### src/rtl/ready_sleep_thread_scheduler_unit_macros.svh
// assertion macros for the thread scheduler
`ifndef READY_SLEEP_THREAD_SCHEDULER_UNIT_MACROS_SVH
`define READY_SLEEP_THREAD_SCHEDULER_UNIT_MACROS_SVH
`define RSTS_ASSERT_IMPL(label, clk, rst_n, a, c) \
    label: assert property (@(posedge clk) disable iff (!rst_n) (a) |-> (c)) \
        else $error("assertion failed");
`define RSTS_ASSERT_NEXT(label, clk, rst_n, a, c) \
    label: assert property (@(posedge clk) disable iff (!rst_n) (a) |=> (c)) \
        else $error("assertion failed");
`endif

### src/rtl/rsts_pkg.sv
// types and codes shared by the thread scheduler
package rsts_pkg;
    localparam logic [2:0] OP_BOOT = 3'd0;
    localparam logic [2:0] OP_ATTACH = 3'd1;
    localparam logic [2:0] OP_YIELD = 3'd2;
    localparam logic [2:0] OP_SLEEP = 3'd3;
    localparam logic [2:0] OP_WAKE = 3'd4;
    localparam logic [2:0] OP_SWITCH = 3'd5;
    localparam logic [1:0] ST_ABSENT = 2'd0;
    localparam logic [1:0] ST_READY = 2'd1;
    localparam logic [1:0] ST_SLEEPING = 2'd2;
    localparam logic [1:0] RES_SWITCHED = 2'd0;
    localparam logic [1:0] RES_STAYED = 2'd1;
    localparam logic [1:0] RES_CANCELLED = 2'd2;
    localparam logic [1:0] RES_ERROR = 2'd3;
    typedef struct packed {
        logic [2:0] op;
        logic [3:0] thread_id;
        logic       attach_asleep;
    } in_item_t;
    typedef struct packed {
        logic [1:0] status;
        logic [3:0] running_id;
        logic       switched;
    } out_item_t;
endpackage

### src/rtl/rsts_front.sv
// input stage and two-entry queue of scheduling events
module rsts_front (
    input  logic               clk,
    input  logic               rst_n,
    input  logic               in_valid,
    output logic               in_ready,
    input  rsts_pkg::in_item_t in_data,
    output logic               q_valid,
    input  logic               q_ready,
    output rsts_pkg::in_item_t q_data
);
    rsts_pkg::in_item_t mem_reg [2];
    logic       wr_reg, rd_reg;
    logic [1:0] cnt_reg;
    logic       push, pop;

    assign in_ready = (cnt_reg != 2'd2);
    assign q_valid  = (cnt_reg != 2'd0);
    assign q_data   = mem_reg[rd_reg];
    assign push     = in_valid && in_ready;
    assign pop      = q_valid && q_ready;

    always_ff @(posedge clk)
    begin
        if (push)
        begin
            mem_reg[wr_reg] <= in_data;
        end
    end

    always_ff @(posedge clk or negedge rst_n)
    begin
        if (!rst_n)
        begin
            wr_reg  <= 1'b0;
            rd_reg  <= 1'b0;
            cnt_reg <= 2'd0;
        end
        else
        begin
            if (push) wr_reg <= ~wr_reg;
            if (pop) rd_reg <= ~rd_reg;
            cnt_reg <= cnt_reg + {1'b0, push} - {1'b0, pop};
        end
    end
endmodule

### src/rtl/rsts_back.sv
// scheduling state, compacting ready queue and result register
module rsts_back #(
    parameter int MAX_THREADS = 16
) (
    input  logic                clk,
    input  logic                rst_n,
    input  logic                q_valid,
    output logic                q_ready,
    input  rsts_pkg::in_item_t  q_data,
    output logic                out_valid,
    input  logic                out_ready,
    output rsts_pkg::out_item_t out_data,
    output logic [$clog2(MAX_THREADS+1)-1:0] count
);
    localparam int CW = $clog2(MAX_THREADS + 1);
    localparam int NT = (MAX_THREADS < 16) ? MAX_THREADS : 16;

    logic [1:0] st_reg [NT];
    logic [1:0] st_next [NT];
    logic [NT-1:0] wp_reg, wp_next;
    logic [3:0] fifo_reg [MAX_THREADS];
    logic [3:0] fifo_next [MAX_THREADS];
    logic [CW-1:0] cnt_reg, cnt_next;
    logic [CW-1:0] last_idx;
    logic [3:0] run_reg, run_next;
    logic run_v_reg, run_v_next;
    rsts_pkg::out_item_t res_reg;
    logic [1:0] res;
    logic take, id_ok, found;
    logic [MAX_THREADS-1:0] hit, after;
    logic [1:0] st_id;
    logic wp_run;
    logic [3:0] rem_shift_out;

    assign q_ready   = !out_valid || out_ready;
    assign take      = q_valid && q_ready;
    assign out_data  = res_reg;
    assign count     = cnt_reg;
    assign id_ok     = ({28'd0, q_data.thread_id} < 32'(MAX_THREADS));
    assign st_id     = id_ok ? st_reg[q_data.thread_id[$clog2(NT)-1:0]] : rsts_pkg::ST_ABSENT;
    assign wp_run    = wp_reg[run_reg[$clog2(NT)-1:0]];
    assign rem_shift_out = fifo_reg[0];
    assign last_idx  = cnt_reg - 1'b1;

    always_comb
    begin
        for (int i = 0; i < MAX_THREADS; i++)
        begin
            hit[i] = (CW'(i) < cnt_reg) && (fifo_reg[i] == q_data.thread_id);
        end
        after[0] = hit[0];
        for (int i = 1; i < MAX_THREADS; i++)
        begin
            after[i] = after[i-1] || hit[i];
        end
        found = after[MAX_THREADS-1];
    end

    always_comb
    begin
        st_next = st_reg;
        wp_next = wp_reg;
        fifo_next = fifo_reg;
        cnt_next = cnt_reg;
        run_next = run_reg;
        run_v_next = run_v_reg;
        res = rsts_pkg::RES_ERROR;
        case (q_data.op)
            rsts_pkg::OP_BOOT:
            begin
                if (!run_v_reg && id_ok && st_id == rsts_pkg::ST_ABSENT)
                begin
                    st_next[q_data.thread_id[$clog2(NT)-1:0]] = rsts_pkg::ST_READY;
                    run_next = q_data.thread_id;
                    run_v_next = 1'b1;
                    res = rsts_pkg::RES_SWITCHED;
                end
            end
            rsts_pkg::OP_ATTACH:
            begin
                if (id_ok && st_id == rsts_pkg::ST_ABSENT)
                begin
                    if (q_data.attach_asleep)
                    begin
                        st_next[q_data.thread_id[$clog2(NT)-1:0]] = rsts_pkg::ST_SLEEPING;
                        res = rsts_pkg::RES_STAYED;
                    end
                    else if (cnt_reg < CW'(MAX_THREADS))
                    begin
                        fifo_next[cnt_reg[$clog2(MAX_THREADS)-1:0]] = q_data.thread_id;
                        cnt_next = cnt_reg + 1'b1;
                        st_next[q_data.thread_id[$clog2(NT)-1:0]] = rsts_pkg::ST_READY;
                        res = rsts_pkg::RES_STAYED;
                    end
                end
            end
            rsts_pkg::OP_YIELD:
            begin
                if (run_v_reg)
                begin
                    if (cnt_reg == '0)
                    begin
                        res = rsts_pkg::RES_STAYED;
                    end
                    else
                    begin
                        for (int i = 0; i < MAX_THREADS - 1; i++)
                        begin
                            fifo_next[i] = fifo_reg[i+1];
                        end
                        fifo_next[last_idx[$clog2(MAX_THREADS)-1:0]] = run_reg;
                        run_next = rem_shift_out;
                        res = rsts_pkg::RES_SWITCHED;
                    end
                end
            end
            rsts_pkg::OP_SLEEP:
            begin
                if (run_v_reg)
                begin
                    if (wp_run)
                    begin
                        wp_next[run_reg[$clog2(NT)-1:0]] = 1'b0;
                        res = rsts_pkg::RES_CANCELLED;
                    end
                    else if (cnt_reg != '0)
                    begin
                        st_next[run_reg[$clog2(NT)-1:0]] = rsts_pkg::ST_SLEEPING;
                        for (int i = 0; i < MAX_THREADS - 1; i++)
                        begin
                            fifo_next[i] = fifo_reg[i+1];
                        end
                        cnt_next = cnt_reg - 1'b1;
                        run_next = rem_shift_out;
                        res = rsts_pkg::RES_SWITCHED;
                    end
                end
            end
            rsts_pkg::OP_WAKE:
            begin
                if (id_ok && st_id != rsts_pkg::ST_ABSENT)
                begin
                    if (st_id == rsts_pkg::ST_SLEEPING)
                    begin
                        if (cnt_reg < CW'(MAX_THREADS))
                        begin
                            fifo_next[cnt_reg[$clog2(MAX_THREADS)-1:0]] = q_data.thread_id;
                            cnt_next = cnt_reg + 1'b1;
                            st_next[q_data.thread_id[$clog2(NT)-1:0]] = rsts_pkg::ST_READY;
                            res = rsts_pkg::RES_STAYED;
                        end
                    end
                    else
                    begin
                        wp_next[q_data.thread_id[$clog2(NT)-1:0]] = 1'b1;
                        res = rsts_pkg::RES_STAYED;
                    end
                end
            end
            rsts_pkg::OP_SWITCH:
            begin
                if (run_v_reg && id_ok)
                begin
                    if (q_data.thread_id == run_reg)
                    begin
                        res = rsts_pkg::RES_STAYED;
                    end
                    else if (found)
                    begin
                        for (int i = 0; i < MAX_THREADS - 1; i++)
                        begin
                            if (after[i])
                            begin
                                fifo_next[i] = fifo_reg[i+1];
                            end
                        end
                        fifo_next[last_idx[$clog2(MAX_THREADS)-1:0]] = run_reg;
                        run_next = q_data.thread_id;
                        res = rsts_pkg::RES_SWITCHED;
                    end
                end
            end
            default:
            begin
                res = rsts_pkg::RES_ERROR;
            end
        endcase
    end

    always_ff @(posedge clk)
    begin
        if (take)
        begin
            fifo_reg <= fifo_next;
            res_reg.status <= res;
            res_reg.running_id <= run_v_next ? run_next : 4'd0;
            res_reg.switched <= (res == rsts_pkg::RES_SWITCHED);
        end
    end

    always_ff @(posedge clk or negedge rst_n)
    begin
        if (!rst_n)
        begin
            for (int i = 0; i < NT; i++)
            begin
                st_reg[i] <= rsts_pkg::ST_ABSENT;
            end
            wp_reg    <= '0;
            cnt_reg   <= '0;
            run_reg   <= 4'd0;
            run_v_reg <= 1'b0;
            out_valid <= 1'b0;
        end
        else
        begin
            if (take)
            begin
                st_reg    <= st_next;
                wp_reg    <= wp_next;
                cnt_reg   <= cnt_next;
                run_reg   <= run_next;
                run_v_reg <= run_v_next;
                out_valid <= 1'b1;
            end
            else if (out_ready)
            begin
                out_valid <= 1'b0;
            end
        end
    end
endmodule

### src/rtl/ready_sleep_thread_scheduler_unit.sv
// top level of the ready/sleep thread scheduler
// channels: in (valid/ready, struct of op, thread_id, attach_asleep) and
// out (valid/ready, struct of status, running_id, switched).
// every event transfer gives exactly one result transfer, in order.
// an event is held in the front queue register, then the back state update
// writes the result register, from which the result transfers to the receiver.
// throughput: one event per cycle while the receiver takes results, set by
// the combinational update of the compacting ready queue in the back part.
// the two-entry front queue keeps taking events while the back part
// waits on a stalled receiver; when it fills, in_ready drops.
// a stalled result holds its value until the receiver takes it.
// reset: all threads absent, no wake pending, empty queue, nothing running;
// no clearing pass, the block is ready right after reset.
// on boot, attach, wake and switch, ids >= MAX_THREADS give an error result.
`include "ready_sleep_thread_scheduler_unit_macros.svh"
module ready_sleep_thread_scheduler_unit #(
    parameter int MAX_THREADS = 16
) (
    input  logic                clk,
    input  logic                rst_n,
    input  logic                in_valid,
    output logic                in_ready,
    input  rsts_pkg::in_item_t  in_data,
    output logic                out_valid,
    input  logic                out_ready,
    output rsts_pkg::out_item_t out_data
);
    logic q_valid, q_ready;
    rsts_pkg::in_item_t q_data;
    logic [$clog2(MAX_THREADS+1)-1:0] count;

    rsts_front u_front (
        .clk(clk), .rst_n(rst_n),
        .in_valid(in_valid), .in_ready(in_ready), .in_data(in_data),
        .q_valid(q_valid), .q_ready(q_ready), .q_data(q_data)
    );

    rsts_back #(.MAX_THREADS(MAX_THREADS)) u_back (
        .clk(clk), .rst_n(rst_n),
        .q_valid(q_valid), .q_ready(q_ready), .q_data(q_data),
        .out_valid(out_valid), .out_ready(out_ready), .out_data(out_data),
        .count(count)
    );

    `RSTS_ASSERT_IMPL(a_count_max, clk, rst_n, 1'b1,
        count <= ($clog2(MAX_THREADS+1))'(MAX_THREADS))
    `RSTS_ASSERT_IMPL(a_switch_code, clk, rst_n, out_valid,
        out_data.switched == (out_data.status == rsts_pkg::RES_SWITCHED))
    `RSTS_ASSERT_NEXT(a_result_follows, clk, rst_n, q_valid && q_ready, out_valid)
endmodule

### config.mk
export PLATFORM = sky130hd
export DESIGN_NAME = ready_sleep_thread_scheduler_unit
export DESIGN_NICKNAME = d
export VERILOG_FILES = /design/src/rtl/rsts_pkg.sv /design/src/rtl/rsts_front.sv /design/src/rtl/rsts_back.sv /design/src/rtl/ready_sleep_thread_scheduler_unit.sv
export VERILOG_INCLUDE_DIRS = /design/src /design/src/rtl
export SDC_FILE = /design/constraint.sdc
export NUM_CORES = 1
export LEC_CHECK = 0
export ABC_AREA = 1
export CAP_MARGIN = 10
export CORE_MARGIN = 2
export CORE_UTILIZATION = 45
export DETAILED_ROUTE_END_ITERATION = 8
export DONT_BUFFER_PORTS = 1
export SLEW_MARGIN = 20
export SYNTH_ARGS = -nofsm -noshare
export SYNTH_HDL_FRONTEND = slang
export SYNTH_SLANG_ARGS = --single-unit
### constraint.sdc
create_clock -name clk -period 3.9 [get_ports clk]
set_input_delay 0.585 -clock clk [delete_from_list [all_inputs] [get_ports clk]]
set_output_delay 0.585 -clock clk [all_outputs]
set_load 0.05 [all_outputs]
==> metrics.txt, run 1 <==
run status=finished, final reports clean; area of the mapped netlist=11900 sq um; routed wirelength normalized by instance count=21.5 microns; number of storage elements in the synthesis netlist=150; most area-hungry cell type in the Yosys netlist=sky130_fd_sc_hd__edfxtp_1; number of nets in the synthesized netlist=1709; maximum clock frequency=0.276 GHz; die footprint=27700 sq um; vertical die dimension=167 microns; Initial Utilization=45.8%; count leader, synth=sky130_fd_sc_hd__nand2_1; Vias/cell=6.29; total wire length=43.7 mm; via count of the first global-routing pass=11.9k; half-perimeter wire length after placement=30.3 mm; sum of negative setup slack=0 ns; synth-to-layout area growth=9.95%; Initial DRC Count=1734; buffers inserted during post-CTS setup optimization=0; final setup skew=0.0184 ns; kind of end point of the critical path=register; DRC Markers=0; final setup vio count=0; DR pass1 iterations=7; Cell Chain, Critical Path=buf_4, nand2_1, nand2_1, nor2_1, o21ai_0, nand4_1, o21ai_1, inv_2, nand2_2, nand2_1, inv_2, nor4_4, buf_4, nand3_1, nand2_1, nand2_1; num rows=59; sort of element at the start of the critical path=register; H-Tree Level Count=4; floorplan die width=167 microns; Setup CP Type=reg -> reg; count of buffers from port buffering=0; most frequently used flop master after synthesis=sky130_fd_sc_hd__edfxtp_1; layout cell share with drive strength beyond 1=9.05%; TritonCTS clock tree=built; total overflow reported by the global router=0; share of flip-flops with an asynchronous set or reset=42.0%; met2 Resource Use GR=47.9%; required time at the worst-slack endpoint=4.22 ns; number of instances in the synthesized netlist=1688; Ys Warns=0; total clock sinks=150; pins over their slew limit=0; overall via count from detail_route=12.8k; clock buffer count from CTS=17; Final Net Count=1709; Max-cap violations=0; Area contributors post-synth=sky130_fd_sc_hd__edfxtp_1 (22%), sky130_fd_sc_hd__dfrtp_1 (13%), sky130_fd_sc_hd__nand2_1 (9.2%); most common library cells after synthesis=sky130_fd_sc_hd__nand2_1 (293), sky130_fd_sc_hd__nor2_1 (226), sky130_fd_sc_hd__inv_1 (189), sky130_fd_sc_hd__o21ai_0 (189), sky130_fd_sc_hd__a21oi_1 (112); maximum fanout encountered on the critical timing path=24; CTS clock-pin slew for the worst setup and hold paths=0.08 ns; count of inserted antenna diode cells=0; Final Hold Vio Count=0; GP Congestion=0.981; startpoint of the worst-slack reg-to-reg timing path=u_front.rd_reg; cell with the biggest individual delay on the critical path=sky130_fd_sc_hd__nor2_1; clock insertion delay at the later pin of the skew report=0.45 ns; worst-case clock buffer depth=2; antenna violations before repair=0; pin count of the biggest net entering global routing=64; met3 global-route usage=5.28%; cell repeated most along the worst path=sky130_fd_sc_hd__nand2_1; root buffer selected by CTS=sky130_fd_sc_hd__clkbuf_16; slew at the pin closest to its max-slew limit=1.05 ns; met1 Track Usage GR=44.1%; syn avg cell area=7.04 sq um; Hold WC Path Type=in -> async; count of distinct cell types in the synthesized netlist=54; cell area after placement=12400 sq um; largest incremental delay on the critical path=0.48 ns; crit share post-route=93.1%; Reg2Reg Depth=16; wire length of the first global-routing pass=68.5 mm; final standard cell area without fillers=13100 sq um; most utilized layer in the global route result=met2; start point of the critical path=u_front.rd_reg; GRT Overall Usage=31.3%; sequential area share after synthesis=35.2%; fraction of synthesized cell area taken by the top area cell type=22.0%; IO Count=21; RSZ-0062 raised after global routing=false; EDFF count, synth=87; area of the core=26000 sq um; endpoint arrival time on the critical path=3.95 ns; final worst path period need=3.63 ns; number of nets with antenna violations after detailed routing=0; worst relative slew slack=29.2%
what timing repair did:
item / 4_1_cts / 5_1_grt
hold endpoints to repair: 63 / 0
hold buffers: 1 / 0
gates resized for setup: 0 / 13
endpoints found under the setup margin: 0 / 94
per-stage QoR:
step                      std cells  hold WS (ns)  setup WS (ns)  utilization, %
final                          2036       0.00640          0.270            50.3
after global routing           2036        0.0431         0.0123            50.3
after CTS                      2036        0.0289         0.0404            50.2
after global placement         2003         0.291          0.119            47.8
after floorplan                1688         0.289          0.794               -
after detailed placement       2003         0.291         0.0596            47.8
worst paths after layout:
check	slack, ns	end
max reg2reg	0.27	u_back.st_reg[31]
min	0.006	u_back.wp_reg[6]
min in group clk	0.23	u_back.out_valid
max	0.27	u_back.st_reg[31]
max in group asynchronous	3.59	u_back.st_reg[5]
min reg2reg	0.48	u_back.st_reg[11]
cells by family after synthesis:
kind of cell | count (synthesis) | share of synthesized area (%)
AO/OA/AOI/OAI | 554 | 28.4
adder cells (fa/ha/maj) | 9 | 0.947
XOR/XNOR | 31 | 2.28
AND/OR/NAND/NOR | 650 | 23.3
flip-flops | 150 | 35.2
buffers and inverters | 294 | 9.85
cell type report:
type                            count  area, sq um
Sequential cell                   150         4190
Multi-Input combinational cell   1244         6590
Fill cell                        2558        12900
Inverter                          208          781
Clock buffer                       17          425
Timing Repair Buffer               67          523
Clock inverter                     15          153
Tap cell                          335          419
layer usage:
| layer | routed length (microns) | up-vias |
|---|---|---|
| met2 | 19000 | 759 |
| met4 | 1590 | 0 |
| met3 | 4120 | 123 |
| met5 | 0 | - |
| li1 | - | 5906 |
| met1 | 18900 | 6023 |
cell usage in the layout (no fill, tap or decap), types with 5 or more instances in the layout:
| master | count |
|---|---|
| sky130_fd_sc_hd__a211oi_1 | 14 |
| sky130_fd_sc_hd__a21oi_1 | 109 |
| sky130_fd_sc_hd__a221oi_1 | 11 |
| sky130_fd_sc_hd__a22oi_1 | 26 |
| sky130_fd_sc_hd__a31oi_1 | 34 |
| sky130_fd_sc_hd__a32oi_1 | 17 |
| sky130_fd_sc_hd__a41oi_1 | 8 |
| sky130_fd_sc_hd__buf_4 | 66 |
| sky130_fd_sc_hd__clkbuf_16 | 17 |
| sky130_fd_sc_hd__clkinv_1 | 8 |
| sky130_fd_sc_hd__dfrtp_1 | 63 |
| sky130_fd_sc_hd__edfxtp_1 | 87 |
| sky130_fd_sc_hd__ha_1 | 9 |
| sky130_fd_sc_hd__inv_1 | 188 |
| sky130_fd_sc_hd__inv_2 | 12 |
| sky130_fd_sc_hd__inv_6 | 5 |
| sky130_fd_sc_hd__inv_8 | 5 |
| sky130_fd_sc_hd__nand2_1 | 291 |
| sky130_fd_sc_hd__nand2_2 | 6 |
| sky130_fd_sc_hd__nand3_1 | 71 |
| sky130_fd_sc_hd__nand4_1 | 5 |
| sky130_fd_sc_hd__nor2_1 | 220 |
| sky130_fd_sc_hd__nor2_2 | 10 |
| sky130_fd_sc_hd__nor2_4 | 7 |
| sky130_fd_sc_hd__nor3_1 | 24 |
| sky130_fd_sc_hd__o2111ai_1 | 7 |
| sky130_fd_sc_hd__o211ai_1 | 27 |
| sky130_fd_sc_hd__o21ai_0 | 188 |
| sky130_fd_sc_hd__o21ai_1 | 8 |
| sky130_fd_sc_hd__o221ai_1 | 10 |
| sky130_fd_sc_hd__o22ai_1 | 49 |
| sky130_fd_sc_hd__o311ai_0 | 7 |
| sky130_fd_sc_hd__o31ai_1 | 24 |
| sky130_fd_sc_hd__xor2_1 | 28 |
critical path: cells and delay by family, from the launching register on:
family | cells | cell delay (ns)
flip-flops | 1 | 0.46
AO/OA/AOI/OAI | 2 | 0.41
AND/OR/NAND/NOR | 10 | 1.91
buffers and inverters | 4 | 0.72
Power of run 1 is left out: the tool's default activity adds up to more than one toggle a clock period on the data nets, which glitch-free logic cannot reach.
==> run 2: changes to the inputs <==
==> constraint.sdc (replaced) <==
create_clock -name clk -period 3.2 [get_ports clk]
set_input_delay 0.32 -clock clk [delete_from_list [all_inputs] [get_ports clk]]
set_output_delay 0.32 -clock clk [all_outputs]
set_load 0.05 [all_outputs]
==> metrics.txt, run 2 (synthesis results as in run 1) <==
run status=finished, final reports clean; sort of element at the start of the critical path=register; Max-cap violations=0; dpl ws=-0.120 ns; Initial DRC Count=1678; Final Hold Vio Count=0; Hold WC Path Type=in -> reg; vertical die dimension=167 microns; H-Tree Level Count=4; RSZ-0062 raised after global routing=true; worst-case register-to-register setup slack=0.006 ns; layout cell share with drive strength beyond 1=17.5%; maximum fanout encountered on the critical timing path=13; DR pass1 iterations=6; worst-case clock buffer depth=2; IO Count=21; overall via count from detail_route=13.5k; TritonCTS clock tree=built; cell area after placement=13200 sq um; num rows=59; GRT Overall Usage=31.8%; total clock sinks=150; count of buffers from port buffering=0; final setup skew=0.0199 ns; die footprint=27700 sq um; final worst path period need=3.19 ns; Setup CP Type=reg -> reg; crit share post-route=99.8%; clock buffer count from CTS=17; endpoint arrival time on the critical path=3.56 ns; CTS clock-pin slew for the worst setup and hold paths=0.07 ns; DRC Markers=0; root buffer selected by CTS=sky130_fd_sc_hd__clkbuf_16; most common cell after layout, fill and taps aside=sky130_fd_sc_hd__nand2_1; buffering stage count on the worst path with inverters included=7; kind of end point of the critical path=register; area of the core=26000 sq um; length of routed wiring on met1=19.4 mm; Initial Utilization=45.8%; Vias/cell=6.21; required time at the worst-slack endpoint=3.57 ns; slew at the pin closest to its max-slew limit=0.711 ns; Cell Chain, Critical Path=buf_6, nand2_2, nand2_4, nor2_4, clkinvlp_4, buf_4, o22ai_1, o21ai_1, nand2_2, nor2_4, nor2_4, nor2_2, nor2_2, buf_4, o21ai_4, nor4_4, buf_6, buf_4, clkbuf_16, nor2_1, a31oi_1; worst relative slew slack=52.5%; final setup vio count=0; GP Congestion=0.956; wire length of the first global-routing pass=69.9 mm; via count of the first global-routing pass=12.4k; fill cell instance count of the final layout=2434; most used cells in the layout excluding fill and tap cells=sky130_fd_sc_hd__nand2_1 (277), sky130_fd_sc_hd__nor2_1 (207), sky130_fd_sc_hd__inv_1 (186); half-perimeter wire length after placement=31.9 mm; count of inserted antenna diode cells=0; Final Worst Setup Slack=0.00638 ns; largest incremental delay on the critical path=0.44 ns; final standard cell area without fillers=14600 sq um; number of nets with antenna violations after detailed routing=0; clock insertion delay at the later pin of the skew report=0.44 ns; met2 wirelength from detailed routing=20.5 mm; total wire length=46.1 mm; routed wirelength normalized by instance count=21.3 microns; family with the most delay on the worst path=buffers and inverters; pin count of the biggest net entering global routing=64; maximum clock frequency=0.313 GHz; top routing layer used=met4; met3 wire length=4.57 mm; total overflow reported by the global router=0; antenna violations before repair=0; Final Net Count=1838; final worst hold slack=0.218 ns; floorplan die width=167 microns; cell with the biggest individual delay on the critical path=sky130_fd_sc_hd__dfrtp_2; synth-to-layout area growth=22.7%; pins over their slew limit=0
## run 2: cell types whose count changed in the layout (fill, tap and decap cells not counted), moves of 7 or more
cell	before	now
sky130_fd_sc_hd__nand2_1	291	277
sky130_fd_sc_hd__dlygate4sd3_1	0	10
sky130_fd_sc_hd__o21ai_0	188	177
sky130_fd_sc_hd__nor2_4	7	15
sky130_fd_sc_hd__buf_6	0	14
sky130_fd_sc_hd__buf_4	66	159
sky130_fd_sc_hd__nand2_4	0	10
sky130_fd_sc_hd__nor2_1	220	207
sky130_fd_sc_hd__o21ai_1	8	15
## run 2: worst reg2reg max path, delay by kind of cell (launching register included)
kind | cells | cell delay [ns]
buf+inv | 7 | 1.16
compound gates | 4 | 0.39
flops | 1 | 0.44
simple gates | 10 | 1.10
## run 2: final cells by class
class | instances | area (sq um) | area share, %
Timing Repair inverter | 2 | 15.0 | 0.103
Timing Repair Buffer | 194 | 1690 | 11.6
Clock inverter | 15 | 205 | 1.41
Tap cell | 335 | 419 | 2.87
Multi-Input combinational cell | 1244 | 6840 | 46.9
Inverter | 208 | 798 | 5.47
Sequential cell | 150 | 4190 | 28.7
Clock buffer | 17 | 425 | 2.92
## run 2: stage by stage
stage	utilization (%)	cells	setup TNS [ns]
2_1_floorplan	-	1688	0
3_3_place_gp	50.8	2099	-1.11
3_5_place_dp	50.8	2099	-5.34
4_1_cts	53.7	2142	0
5_1_grt	56.1	2165	-5.03
6_report	56.1	2165	0
## run 2: timing repair
item,in CTS,in global routing
cloned,0,6
hold buffers,11,0
hold endpoints to repair,80,0
gates resized for setup,2,117
pin swaps,0,25
setup buffers,0,22
endpoints found under the setup margin,94,152
## run 2: per-layer routing
layer	vias to the layer above	GRT usage, %
li1	6183	-
met3	116	5.73
met1	6361	44.4
met5	-	0
met4	0	11.4
met2	790	49.6
## run 2: worst paths after layout
path                              startpoint            endpoint  cells after the start
max reg2reg                   u_front.rd_reg   u_back.st_reg[24]                     21
max                           u_front.rd_reg   u_back.st_reg[24]                     21
min in group asynchronous              rst_n    u_back.wp_reg[6]                      2
max in group asynchronous              rst_n     u_back.count[3]                      2
min reg2reg                u_back.st_reg[31]   u_back.st_reg[31]                      2
min                                 in_valid  u_front.cnt_reg[0]                      3
Power of run 2 is left out for the same reason.
==> run 3: changes to the inputs <==
Settings changed: CELL_PAD_IN_SITES_DETAIL_PLACEMENT set to 1, CELL_PAD_IN_SITES_GLOBAL_PLACEMENT set to 2, CORE_UTILIZATION 45 to 34, GPL_TIMING_DRIVEN set to 0, PLACE_DENSITY_LB_ADDON set to 0.1.
==> metrics.txt, run 3 (synthesis results as in run 1) <==
start point of the critical path=u_front.rd_reg; family with the most delay on the worst path=simple AND/OR/NAND/NOR gates; worst relative slew slack=31.6%; final setup vio count=37; synth-to-layout area growth=27.0%; clock buffer count from CTS=17; Final Worst Setup Slack=-0.0520 ns; maximum fanout encountered on the critical timing path=7; wire length of the first global-routing pass=86.2 mm; run status=complete, but fails checks; largest incremental delay on the critical path=0.46 ns; required time at the worst-slack endpoint=3.36 ns; slew at the pin closest to its max-slew limit=1.03 ns; die footprint=36500 sq um; antenna violations before repair=0; Initial DRC Count=1068; maximum clock frequency=0.308 GHz; Cell Chain, Critical Path=clkinv_4, buf_8, nand2_4, nand2_8, nor2_4, inv_4, buf_8, o22ai_1, o21ai_1, nand2_1, nor2_1, nor2_2, nor2_1, nor2_2, nand2_2, nor2_4, nand2_8, buf_16, nor2_4; number of nets with antenna violations after detailed routing=0; GRT Overall Usage=32.0%; worst-case clock buffer depth=2; cell area after placement=12500 sq um; area of the core=34500 sq um; vertical die dimension=191 microns; failing checks=setup timing; CTS clock-pin slew for the worst setup and hold paths=0.07 ns; buffering stage count on the worst path with inverters included=5; met3 global-route usage=5.47%; total overflow reported by the global router=0; Reg2Reg Depth=19; TritonCTS clock tree=built; Setup CP Type=reg -> reg; endpoint arrival time on the critical path=3.41 ns; DRC Markers=0; DR pass1 iterations=5; root buffer selected by CTS=sky130_fd_sc_hd__clkbuf_16; Hold WC Path Type=in -> reg; layout cell share with drive strength beyond 1=20.0%; critical path depth in cells=19; met1 Track Usage GR=40.4%; cell with the biggest individual delay on the critical path=sky130_fd_sc_hd__dfrtp_2; via count of the first global-routing pass=13.4k; total clock sinks=150; pins over their slew limit=0; met2 Resource Use GR=52.8%; cell repeated most along the worst path=sky130_fd_sc_hd__nor2_4; final standard cell area without fillers=15100 sq um; Final Net Count=1807; H-Tree Level Count=4; most common cell after layout, fill and taps aside=sky130_fd_sc_hd__nand2_1; Final Non-Filler Cells=2254; kind of end point of the critical path=register; overall via count from detail_route=13.3k; floorplan die width=191 microns; sort of element at the start of the critical path=register; IO Count=21; total wire length=58.5 mm; clock insertion delay at the later pin of the skew report=0.46 ns; crit share post-route=102%; final setup skew=0.0116 ns; final worst path period need=3.25 ns; source of the worst hold timing path=in_valid; num rows=68; startpoint of the worst-slack reg-to-reg timing path=u_front.rd_reg; fill cell instance count of the final layout=4226; half-perimeter wire length after placement=41.2 mm; GP Congestion=0.944; routed wirelength normalized by instance count=26.0 microns; pin count of the biggest net entering global routing=64; final design utilization=43.8%; Final Hold Vio Count=0; worst-case register-to-register setup slack=-0.05 ns; Max-cap violations=0; count of buffers from port buffering=0; most utilized layer in the global route result=met2; Vias/cell=5.91; dpl ws=-1.57 ns; Initial Utilization=34.5%; Placed Cells=2143; most used cells in the layout excluding fill and tap cells=sky130_fd_sc_hd__nand2_1 (251), sky130_fd_sc_hd__inv_1 (186), sky130_fd_sc_hd__nor2_1 (179); count of inserted antenna diode cells=0; RSZ-0062 raised after global routing=true
-- run 3: changes by cell type in the layout (fill, tap and decap cells not counted), moves of 18 or more --
cell	previous run	this run
sky130_fd_sc_hd__buf_4	159	62
sky130_fd_sc_hd__nor2_1	207	179
sky130_fd_sc_hd__nand2_1	277	251
sky130_fd_sc_hd__clkbuf_1	0	25
sky130_fd_sc_hd__nor2_4	15	35
sky130_fd_sc_hd__clkbuf_2	0	18
-- run 3: through the flow --
stage | hold WS [ns] | setup TNS (ns)
floorplan | 0.0244 | 0
global placement | 0.0266 | -187.45
detailed placement | 0.0265 | -180.55
CTS | 0.169 | -3.58
global route | 0.190 | -12.46
finish | 0.177 | -0.723
-- run 3: worst min-delay path by stage --
stage	end	slack [ns]	cells past startpoint
floorplan	u_back.count[0]	0.02	0
global placement	u_back.st_reg[13]	0.03	0
detailed placement	u_back.st_reg[15]	0.03	0
CTS	u_front.wr_reg	0.17	4
global route	u_front.cnt_reg[0]	0.19	3
finish	u_front.wr_reg	0.18	4
-- run 3: repair_timing --
action / CTS / global route
hold buffers: 11 / 0
pin swaps: 23 / 57
setup endpoints to repair: 188 / 184
resized for setup: 185 / 197
cloned: 2 / 4
buffers inserted: 45 / 21
hold endpoints to repair: 80 / 0
-- run 3: worst reg2reg max path, stage by stage, from the launching register on --
cell and delay [ns]:
sky130_fd_sc_hd__dfrtp_2 0.46, sky130_fd_sc_hd__clkinv_4 0.12, sky130_fd_sc_hd__buf_8 0.16, sky130_fd_sc_hd__nand2_4 0.08
sky130_fd_sc_hd__nand2_8 0.07, sky130_fd_sc_hd__nor2_4 0.12, sky130_fd_sc_hd__inv_4 0.07, sky130_fd_sc_hd__buf_8 0.15
sky130_fd_sc_hd__o22ai_1 0.18, sky130_fd_sc_hd__o21ai_1 0.13, sky130_fd_sc_hd__nand2_1 0.17, sky130_fd_sc_hd__nor2_1 0.12
sky130_fd_sc_hd__nor2_2 0.17, sky130_fd_sc_hd__nor2_1 0.07, sky130_fd_sc_hd__nor2_2 0.13, sky130_fd_sc_hd__nand2_2 0.10
sky130_fd_sc_hd__nor2_4 0.15, sky130_fd_sc_hd__nand2_8 0.13, sky130_fd_sc_hd__buf_16 0.19, sky130_fd_sc_hd__nor2_4 0.18
-- run 3: layout make-up --
type | count | area [sq um] | area share, %
multi-input cells | 1244 | 7430 | 49.2
flip-flops and latches | 150 | 4200 | 27.8
repair buffers | 83 | 825 | 5.46
inverters | 208 | 806 | 5.33
plain buffers | 82 | 648 | 4.29
well taps | 455 | 569 | 3.77
clock buffers | 21 | 472 | 3.12
clock inverters | 11 | 158 | 1.04
-- run 3: layer usage --
layer	up-vias	wire length [microns]
met5	-	0
li1	6112	-
met3	127	3140
met1	6641	24700
met4	0	2980
met2	448	27700
Power of run 3 is left out for the same reason.
